<file path="config.mk">
export PLATFORM = sky130hd
export DESIGN_NAME = sha256_message_hasher_unit
export DESIGN_NICKNAME = d
export VERILOG_FILES = /design/src/sha_pkg.sv /design/src/sha_datapath.sv /design/src/sha_control.sv /design/src/sha256_message_hasher_unit.sv
export SDC_FILE = /design/constraint.sdc
export NUM_CORES = 2
export LEC_CHECK = 0
export ABC_AREA = 1
export BUFFER_PORTS_ARGS = -buffer_cell sky130_fd_sc_hd__buf_2
export CORE_MARGIN = 2
export CORE_UTILIZATION = 30
export CTS_CLUSTER_SIZE = 12
export DETAILED_ROUTE_END_ITERATION = 16
export GPL_TIMING_DRIVEN = 0
export PLACE_DENSITY = 0.48
export SYNTH_ARGS = -nofsm -noshare
export SYNTH_HDL_FRONTEND = slang
export SYNTH_SLANG_ARGS = --single-unit
</file>
<file path="constraint.sdc">
create_clock -name i_clk -period 40.2 [get_ports i_clk]
set_input_delay 2.01 -clock i_clk [delete_from_list [all_inputs] [get_ports i_clk]]
set_output_delay 2.01 -clock i_clk [all_outputs]
set_load 0.01 [all_outputs]
</file>
<file path="src/sha_pkg.sv">
// ============================================================================
// SHA-256 package
// Constants, types and round functions shared by the hasher modules.
// ============================================================================
`default_nettype none
package sha_pkg;

    typedef enum logic [2:0] {
        t_ST_IDLE,
        t_ST_ABSORB,
        t_ST_COMPRESS,
        t_ST_PAD,
        t_ST_OUTPUT
    } t_state;

    // Commands from the controller to the datapath.
    typedef struct packed {
        logic       load_byte;   // write one byte into the block buffer
        logic [7:0] byte_val;
        logic       count_byte;  // advance the message length
        logic       start_comp;  // begin a 64-round compression
        logic       round_en;    // run one round
        logic       finish_comp; // add working variables into the hash
        logic       reinit;      // return hash and length to initial values
    } t_cmd;

    // Status from the datapath to the controller.
    typedef struct packed {
        logic [5:0]  fill;        // byte position of the next block write
        logic [63:0] bit_len;     // byte count times eight
        logic        rounds_done; // all 64 rounds of the block have run
    } t_status;

    function automatic logic [31:0] f_init_hash(input logic [2:0] idx);
        logic [31:0] v;
        case (idx)
            3'd0:    v = 32'h6A09E667;
            3'd1:    v = 32'hBB67AE85;
            3'd2:    v = 32'h3C6EF372;
            3'd3:    v = 32'hA54FF53A;
            3'd4:    v = 32'h510E527F;
            3'd5:    v = 32'h9B05688C;
            3'd6:    v = 32'h1F83D9AB;
            default: v = 32'h5BE0CD19;
        endcase
        return v;
    endfunction

    localparam logic [31:0] ROUND_K [64] = '{
        32'h428A2F98, 32'h71374491, 32'hB5C0FBCF, 32'hE9B5DBA5,
        32'h3956C25B, 32'h59F111F1, 32'h923F82A4, 32'hAB1C5ED5,
        32'hD807AA98, 32'h12835B01, 32'h243185BE, 32'h550C7DC3,
        32'h72BE5D74, 32'h80DEB1FE, 32'h9BDC06A7, 32'hC19BF174,
        32'hE49B69C1, 32'hEFBE4786, 32'h0FC19DC6, 32'h240CA1CC,
        32'h2DE92C6F, 32'h4A7484AA, 32'h5CB0A9DC, 32'h76F988DA,
        32'h983E5152, 32'hA831C66D, 32'hB00327C8, 32'hBF597FC7,
        32'hC6E00BF3, 32'hD5A79147, 32'h06CA6351, 32'h14292967,
        32'h27B70A85, 32'h2E1B2138, 32'h4D2C6DFC, 32'h53380D13,
        32'h650A7354, 32'h766A0ABB, 32'h81C2C92E, 32'h92722C85,
        32'hA2BFE8A1, 32'hA81A664B, 32'hC24B8B70, 32'hC76C51A3,
        32'hD192E819, 32'hD6990624, 32'hF40E3585, 32'h106AA070,
        32'h19A4C116, 32'h1E376C08, 32'h2748774C, 32'h34B0BCB5,
        32'h391C0CB3, 32'h4ED8AA4A, 32'h5B9CCA4F, 32'h682E6FF3,
        32'h748F82EE, 32'h78A5636F, 32'h84C87814, 32'h8CC70208,
        32'h90BEFFFA, 32'hA4506CEB, 32'hBEF9A3F7, 32'hC67178F2
    };

    localparam logic [7:0] PAD_BYTE   = 8'h80;
    localparam logic [5:0] LEN_OFFSET = 6'd56;

    function automatic logic [31:0] f_ror(input logic [31:0] x, input int n);
        return (x >> n) | (x << (32 - n));
    endfunction

endpackage
`default_nettype wire

</file>
<file path="src/sha_datapath.sv">
// ============================================================================
// SHA-256 datapath
// Message length, block words, message schedule and one round per cycle.
// ============================================================================
`default_nettype none
module sha_datapath (
    input  wire logic           i_clk,
    input  wire logic           i_rst_n,
    input  wire sha_pkg::t_cmd  i_cmd,
    output sha_pkg::t_status    o_status,
    output logic [255:0]        o_hash
);
    import sha_pkg::*;

    logic [63:0] r_count;
    logic [5:0]  r_wptr;
    logic [31:0] r_h [8];
    logic [31:0] r_v [8];
    logic [31:0] r_w [16];
    logic [6:0]  r_round;
    logic [31:0] w_cur, w_new, s0, s1, sig0, sig1, ch, maj, t1, t2;

    // The write pointer follows the byte count while absorbing and also
    // advances over padding, which does not add to the message length.
    always_ff @(posedge i_clk) begin
        if (!i_rst_n || i_cmd.reinit) begin
            r_wptr <= '0;
        end else if (i_cmd.load_byte) begin
            r_wptr <= r_wptr + 6'd1;
        end
    end

    always_ff @(posedge i_clk) begin
        if (!i_rst_n || i_cmd.reinit) begin
            r_count <= '0;
        end else if (i_cmd.count_byte) begin
            r_count <= r_count + 64'd1;
        end
    end

    // Schedule word for this round: block words first, then the expansion.
    always_comb begin
        s0    = f_ror(r_w[1], 7) ^ f_ror(r_w[1], 18) ^ (r_w[1] >> 3);
        s1    = f_ror(r_w[14], 17) ^ f_ror(r_w[14], 19) ^ (r_w[14] >> 10);
        w_new = s1 + r_w[9] + s0 + r_w[0];
        w_cur = (r_round < 7'd16) ? r_w[0] : w_new;
        sig1  = f_ror(r_v[4], 6) ^ f_ror(r_v[4], 11) ^ f_ror(r_v[4], 25);
        ch    = r_v[6] ^ (r_v[4] & (r_v[5] ^ r_v[6]));
        t1    = r_v[7] + sig1 + ch + ROUND_K[r_round[5:0]] + w_cur;
        sig0  = f_ror(r_v[0], 2) ^ f_ror(r_v[0], 13) ^ f_ror(r_v[0], 22);
        maj   = (r_v[0] & r_v[1]) | (r_v[2] & (r_v[0] | r_v[1]));
        t2    = sig0 + maj;
    end

    // Message bytes are assembled straight into the schedule window, big-endian
    // within each word. During the first sixteen rounds the window shifts the
    // block words out; afterwards it slides over the expanded schedule.
    always_ff @(posedge i_clk) begin
        if (i_cmd.round_en) begin
            for (int i = 0; i < 15; i++) begin
                r_w[i] <= r_w[i+1];
            end
            r_w[15] <= w_cur;
        end else if (i_cmd.load_byte) begin
            r_w[r_wptr[5:2]][{~r_wptr[1:0], 3'b000} +: 8] <= i_cmd.byte_val;
        end
    end

    always_ff @(posedge i_clk) begin
        if (i_cmd.start_comp) begin
            for (int i = 0; i < 8; i++) begin
                r_v[i] <= r_h[i];
            end
            r_round <= '0;
        end else if (i_cmd.round_en) begin
            r_v[7] <= r_v[6];
            r_v[6] <= r_v[5];
            r_v[5] <= r_v[4];
            r_v[4] <= r_v[3] + t1;
            r_v[3] <= r_v[2];
            r_v[2] <= r_v[1];
            r_v[1] <= r_v[0];
            r_v[0] <= t1 + t2;
            r_round <= r_round + 7'd1;
        end
    end

    always_ff @(posedge i_clk) begin
        if (!i_rst_n || i_cmd.reinit) begin
            for (int i = 0; i < 8; i++) begin
                r_h[i] <= f_init_hash(3'(i));
            end
        end else if (i_cmd.finish_comp) begin
            for (int i = 0; i < 8; i++) begin
                r_h[i] <= r_h[i] + r_v[i];
            end
        end
    end

    always_comb begin
        o_status.fill        = r_wptr;
        o_status.bit_len     = {r_count[60:0], 3'b000};
        o_status.rounds_done = r_round[6];
        for (int i = 0; i < 8; i++) begin
            o_hash[255-32*i -: 32] = r_h[i];
        end
    end

endmodule
`default_nettype wire

</file>
<file path="src/sha_control.sv">
// ============================================================================
// SHA-256 controller
// Sequences byte absorption, padding, compression and digest output.
// ============================================================================
`default_nettype none
module sha_control (
    input  wire logic             i_clk,
    input  wire logic             i_rst_n,
    input  wire logic [31:0]      i_data,
    input  wire logic [2:0]       i_nbytes,
    input  wire logic             i_last,
    input  wire logic             i_in_valid,
    output logic                  o_in_ready,
    input  wire sha_pkg::t_status i_status,
    output sha_pkg::t_cmd         o_cmd,
    output logic                  o_out_valid,
    input  wire logic             i_out_ready,
    output logic [2:0]            o_out_index
);
    import sha_pkg::*;

    t_state      r_state, n_state;
    logic [31:0] r_data;
    logic [2:0]  r_left;
    logic        r_last;
    logic        r_padding;  // padding byte already written
    logic        r_extra;    // length does not fit, another block follows
    logic        r_final;    // current compression is the last of the message
    logic [2:0]  r_idx;
    logic [7:0]  pad_byte;
    logic [2:0]  len_sel;
    logic        in_xfer, out_xfer, block_full;

    assign in_xfer    = i_in_valid && o_in_ready;
    assign out_xfer   = o_out_valid && i_out_ready;
    assign block_full = (i_status.fill == 6'd63);
    assign len_sel    = 3'(i_status.fill - LEN_OFFSET);
    assign pad_byte   = !r_padding ? PAD_BYTE :
                        (i_status.fill < LEN_OFFSET || r_extra) ? 8'h00 :
                        i_status.bit_len[63 - 8*len_sel -: 8];

    always_comb begin
        n_state = r_state;
        case (r_state)
            t_ST_IDLE: begin
                if (in_xfer) begin
                    n_state = t_ST_ABSORB;
                end
            end
            t_ST_ABSORB: begin
                if (r_left != 3'd0) begin
                    if (block_full) begin
                        n_state = t_ST_COMPRESS;
                    end
                end else if (r_last) begin
                    n_state = t_ST_PAD;
                end else begin
                    n_state = t_ST_IDLE;
                end
            end
            t_ST_PAD: begin
                if (block_full) begin
                    n_state = t_ST_COMPRESS;
                end
            end
            t_ST_COMPRESS: begin
                if (i_status.rounds_done) begin
                    if (r_final) begin
                        n_state = t_ST_OUTPUT;
                    end else if (r_padding) begin
                        n_state = t_ST_PAD;
                    end else begin
                        n_state = t_ST_ABSORB;
                    end
                end
            end
            t_ST_OUTPUT: begin
                if (out_xfer && r_idx == 3'd7) begin
                    n_state = t_ST_IDLE;
                end
            end
            default: n_state = t_ST_IDLE;
        endcase
    end

    always_comb begin
        o_cmd       = '0;
        o_in_ready  = (r_state == t_ST_IDLE);
        o_out_valid = (r_state == t_ST_OUTPUT);
        o_out_index = r_idx;
        case (r_state)
            t_ST_ABSORB: begin
                if (r_left != 3'd0) begin
                    o_cmd.load_byte  = 1'b1;
                    o_cmd.count_byte = 1'b1;
                    o_cmd.byte_val   = r_data[31:24];
                    o_cmd.start_comp = block_full;
                end
            end
            t_ST_PAD: begin
                o_cmd.load_byte  = 1'b1;
                o_cmd.byte_val   = pad_byte;
                o_cmd.start_comp = block_full;
            end
            t_ST_COMPRESS: begin
                // After the last round the result is folded into the hash.
                o_cmd.round_en    = !i_status.rounds_done;
                o_cmd.finish_comp = i_status.rounds_done;
            end
            t_ST_OUTPUT: begin
                o_cmd.reinit = out_xfer && (r_idx == 3'd7);
            end
            default: o_cmd = '0;
        endcase
    end

    always_ff @(posedge i_clk) begin
        if (!i_rst_n) begin
            r_state   <= t_ST_IDLE;
            r_idx     <= '0;
            r_padding <= 1'b0;
            r_extra   <= 1'b0;
            r_final   <= 1'b0;
            r_left    <= '0;
            r_last    <= 1'b0;
        end else begin
            r_state <= n_state;
            if (in_xfer) begin
                r_data <= i_data;
                r_left <= (i_nbytes > 3'd4) ? 3'd4 : i_nbytes;
                r_last <= i_last;
            end
            if (r_state == t_ST_ABSORB && r_left != 3'd0) begin
                r_data <= {r_data[23:0], 8'h00};
                r_left <= r_left - 3'd1;
            end
            if (r_state == t_ST_PAD) begin
                r_padding <= 1'b1;
                if (block_full) begin
                    r_final <= r_padding && !r_extra;
                    r_extra <= 1'b0;
                end else if (!r_padding) begin
                    r_extra <= (i_status.fill >= LEN_OFFSET);
                end
            end
            if (r_state == t_ST_OUTPUT && out_xfer) begin
                r_idx <= r_idx + 3'd1;
                if (r_idx == 3'd7) begin
                    r_padding <= 1'b0;
                    r_final   <= 1'b0;
                end
            end
        end
    end

`ifndef SYNTHESIS
    a_in_only_idle: assert property (@(posedge i_clk) disable iff (!i_rst_n)
        in_xfer |-> r_state == t_ST_IDLE) else $error("input taken while busy");
    a_no_out_in_comp: assert property (@(posedge i_clk) disable iff (!i_rst_n)
        o_out_valid |-> !o_cmd.round_en) else $error("output during compression");
    a_idx_wrap: assert property (@(posedge i_clk) disable iff (!i_rst_n)
        (out_xfer && r_idx == 3'd7) |=> r_state == t_ST_IDLE && r_idx == 3'd0)
        else $error("digest sequence did not end");
`endif

endmodule
`default_nettype wire

</file>
<file path="src/sha256_message_hasher_unit.sv">
// ============================================================================
// SHA-256 message hasher
// Streams message bytes in, emits the eight digest words per message.
// ============================================================================
// Each input transfer carries up to four bytes, MSB first, in tdata[31:0];
// tdata[34:32] is the byte count (5 to 7 count as 4) and tlast ends the
// message. Bytes are absorbed one per cycle except while a full block is
// compressed, and tready stays low until every byte of a transfer has been
// absorbed. Each full 64-byte block is compressed in the single shared round
// unit, which runs its rounds and then folds the result into the hash. On
// tlast, padding writes one byte per cycle up to the end of the block (two
// blocks when the length does not fit), each followed by its compression. The
// digest then comes out as eight transfers, word 0 first, with tuser = index
// and tlast on word 7.
`default_nettype none
module sha256_message_hasher_unit (
    input  wire logic        i_clk,
    input  wire logic        i_rst_n,
    input  wire logic        s_axis_tvalid,
    output logic             s_axis_tready,
    input  wire logic [39:0] s_axis_tdata,  // data_word[31:0], valid_bytes[34:32]
    input  wire logic        s_axis_tlast,  // end_of_message
    output logic             m_axis_tvalid,
    input  wire logic        m_axis_tready,
    output logic [31:0]      m_axis_tdata,  // digest_word
    output logic [2:0]       m_axis_tuser,  // word_index
    output logic             m_axis_tlast   // last_word
);
    import sha_pkg::*;

    t_cmd         cmd;
    t_status      status;
    logic [255:0] hash;
    logic [2:0]   idx;

    sha_control u_ctrl (
        .i_clk       (i_clk),
        .i_rst_n     (i_rst_n),
        .i_data      (s_axis_tdata[31:0]),
        .i_nbytes    (s_axis_tdata[34:32]),
        .i_last      (s_axis_tlast),
        .i_in_valid  (s_axis_tvalid),
        .o_in_ready  (s_axis_tready),
        .i_status    (status),
        .o_cmd       (cmd),
        .o_out_valid (m_axis_tvalid),
        .i_out_ready (m_axis_tready),
        .o_out_index (idx)
    );

    sha_datapath u_dp (
        .i_clk    (i_clk),
        .i_rst_n  (i_rst_n),
        .i_cmd    (cmd),
        .o_status (status),
        .o_hash   (hash)
    );

    assign m_axis_tdata = hash[255 - 32*idx -: 32];
    assign m_axis_tuser = idx;
    assign m_axis_tlast = (idx == 3'd7);

endmodule
`default_nettype wire

</file>
==> results.txt <==
- The flow ran to the end, and the final reports show no timing, DRC or antenna violations.
- Overall track demand over capacity in global routing: 0.2548
* Worst setup SP type: register
- The synthesized design contains ~1,100 enable-type register cells.
* Max-Cap Viols: 0
* Sequential-to-total area share from yosys stat: 0.4216
- Routed vias: ~70,000
- The worst path in the final design needs a cycle of 11.89 ns, including I/O delays and setup.
* Mean Syn Cell Area: about 8.4 sq um
* Top cell by count, worst path: inv_1
- In this run the deepest clock path goes through 3 buffers.
* IO buf count: 77
* Final critical-path setup slack: ~28 ns
* Final #Nets: 10,350
- Once the clock tree was built, the setup fixing pass inserted 0 buffers.
- Core Box Area: roughly 0.26 sq mm
* Startpoint-to-endpoint class of the critical path: register to register
- Total half-perimeter wirelength after legalization and detailed placement: around 280,000 um
- The first global-routing pass estimated between 400,000 and 500,000 um of wire.
- In this run the horizontal extent of the chip is 518.3 um.
- For this block, the routed nets add up to around 350,000 um of wire.
- Initial Utilization: 0.3020
* Fraction of layout cells with a size suffix above 1: 0.06176
- The largest total area in the synthesized netlist belongs to edfxtp_1.
- Data on the critical path is required at its endpoint by between 40 and 50 ns.
- Most instantiated flip-flop cell in the synthesis netlist: edfxtp_1
- Count of standard-cell rows: 188
- Setup crit end kind: register
- # resized after CTS: 0
- Worst VDD drop: ~0.05 mV
* Power density cells: between 40 and 50 mW/mm^2
- The cell sitting at the root of the clock tree is a clkbuf_16.
- In the routed layout, each cell is associated on average with a via count of between 5 and 6.
* Leftover overflow at the end of global routing: 0
- The number of global-route vias before repair was 69,190.
- Flops & latches, synth: 1,143
* Proportion of register bits with asynchronous set or reset after synthesis: 0
- Clock tree synthesis inserted a total of roughly 140 buffers.
* Area of the die: around 0.27 sq mm
- Entering global routing, the biggest net connects between 60 and 70 pins.
* Slew at the pin closest to its max-slew limit: ~1.4 ns
- Main area contributors after synthesis: edfxtp_1, nand2_1, ha_1
- Pre-CTS worst setup slack: between 20 and 30 ns
- For this design, the slowest cell found on the critical path is xor2_1.
* Setup violation total in the final timing report: 0
- Final hold violations: 0
- DRC violation count after routing: 0
- Worst clock skew: around 0.076 ns
- Clock tree synthesis found a total of around 1,100 sinks.
- In this run the count of I/O pins placed on the die edge is between 80 and 90.
- In the synthesized netlist, the cells that appear most often are nand2_1, inv_1, edfxtp_1, a21oi_1, o21ai_0.
* Ratio of final minimum period to clock period: 0.2957
- RSZ-0062 raised after global routing: false
* Top fanout value on the critical path: 4
- TritonCTS built the clock tree.
* Top achievable clock speed: around 0.084 GHz
- Leakage power total: around 36 nW
- The cell count after synthesis came out at roughly 9,500.
- In this run the remaining antenna-violating nets after routing total 0.
- During synthesis, Yosys emitted a total of 0 warnings.
* Total nets after synthesis: a little over 10,000
- Source-to-sink clock delay at the later pin of the worst-skew pair: about 0.86 ns
- Top cell type's share of synthesized area: 0.3996
* Worst rel slew slack: 0.03418
- Class of the most critical hold timing path: register to register
- Most frequently used cell type in the post-synthesis netlist: nand2_1
- Y dimension of the die: 518.3 um
- Mapped cell area: around 0.079 sq mm
* Number of hold buffers added after cts: 0
* Number of different library cells in the post-synthesis netlist: between 70 and 80
- After detailed routing, the average wire length per cell comes to 26.40 um.
* Number of antenna violations at the first check in global routing: 14
- Layout Area Growth over Synthesis: 12.54%
- STA puts the critical path data arrival time at around 12 ns.
- Setup total negative slack on the finished layout was measured at 0 ns.
* Fill count: about 28,000
* Final Slew Violations: 0
- The detailed router finished its first iteration with between 6,000 and 7,000 violations.
- Routability-driven placement finished with a final weighted congestion of ~0.99.
* Largest incremental delay on the critical path: between 0.8 and 0.9 ns
- CTS built an H-tree with a depth of 4.
- Detailed Routing Iterations Pass 1: 6
* Clk pin slew, worst setup/hold paths: 0.06 ns
flip-flops by register name (all words and copies together) (netlist names):
signal and count:
u_dp.r_w 512, u_dp.r_h 256, u_dp.r_v 256, u_dp.r_count 61, u_ctrl.r_data 32, u_dp.r_round 7
u_dp.r_wptr 6, u_ctrl.o_out_index 3, u_ctrl.r_left 3, u_ctrl.r_state 3, u_ctrl.r_extra 1, u_ctrl.r_final 1
u_ctrl.r_last 1, u_ctrl.r_padding 1
path summary, 6_finish.rpt:
check / start / end / slack (ns) / depth (start not counted)
max: u_dp.r_w[14][24]$_DFFE_PP_ / u_dp.r_v[0][31]$_DFFE_PP_ / 28.31 / 40
min: u_ctrl.r_last$_SDFFE_PN0P_ / u_ctrl.r_last$_SDFFE_PN0P_ / 0.49 / 2
max reg2reg: u_dp.r_w[14][24]$_DFFE_PP_ / u_dp.r_v[0][31]$_DFFE_PP_ / 28.31 / 40
min reg2reg: u_ctrl.r_last$_SDFFE_PN0P_ / u_ctrl.r_last$_SDFFE_PN0P_ / 0.49 / 2
layout make-up:
class,instances,area (sq um),share of cell area
Buffer,367,1525,0.01708
Clock buffer,186,3792,0.04247
Multi-Input combinational cell,6815,40180,0.4499
Sequential cell,1143,33450,0.3746
Antenna cell,10,25.02,0.0002802
Inverter,1131,4248,0.04757
Tap cell,3515,4398,0.04925
Clock inverter,75,932.1,0.01044
Timing Repair Buffer,95,750.7,0.008407
where the power goes:
group | switching [mW] | internal [mW]
Combinational | 1.01 | 0.441
Clock | 0.574 | 0.753
Sequential | 0.0208 | 1.32
Total | 1.61 | 2.51
cells by family after synthesis:
logic type / count (synthesis) / share of synthesized area
AND/OR/NAND/NOR: 3350 / 0.1772
AO/OA/AOI/OAI: 2420 / 0.1651
buffers and inverters: 1498 / 0.07261
flip-flops: 1143 / 0.4216
adder cells (fa/ha/maj): 637 / 0.1180
XOR/XNOR: 382 / 0.04216
multiplexers: 26 / 0.003327
layout by cell type (no fill, tap or decap), drive strengths merged, types with 36 or more instances in the layout:
cell type and n:
nand2 1852, a21oi 1028, nand3 296, inv 1125, nand4 70, o21bai 36, edfxtp 1056, a21o 47
nor2 852, o21ai 999, or2 93, clkinv 66, o21a 55, buf 212, xor2 203, ha 413
nor3 131, fa 195, a31oi 73, clkbuf 436, dfxtp 87, xnor2 179
per-layer routing:
layer / vias up / global-route usage / part of all wire
met3: 737 / 0.03989 / 0.065
met4: 8 / 0.1472 / 0.067
met5: - / 0 / 0.00016
met1: 34380 / 0.3104 / 0.40
li1: 32670 / - / -
met2: 2904 / 0.4261 / 0.47
through the flow:
step / total power [mW] / instances / cell area [sq um] / hold WS [ns] / util
final: 4.119 / 13340 / 89300 / 0.4863 / 0.3399
after CTS: 4.110 / 13330 / 89280 / 0.4879 / 0.3398
after detailed placement: 2.776 / 13070 / 84550 / 0.4787 / 0.3218
after global placement: 2.798 / 13050 / 84130 / 0.4577 / 0.3202
after floorplan: 2.260 / 9456 / 79350 / 0.4291 / -
after global routing: 4.296 / 13330 / 89280 / 0.5196 / 0.3398
critical path: cells and delay by family, from the launching register on:
family          cells  cell delay (ns)
compound gates      9             3.02
xor+xnor            4             1.44
fa+ha+maj           8             3.77
buf+inv             6             0.49
flops               1             0.55
simple gates       13             2.27
(Power assumes the default switching activity.)
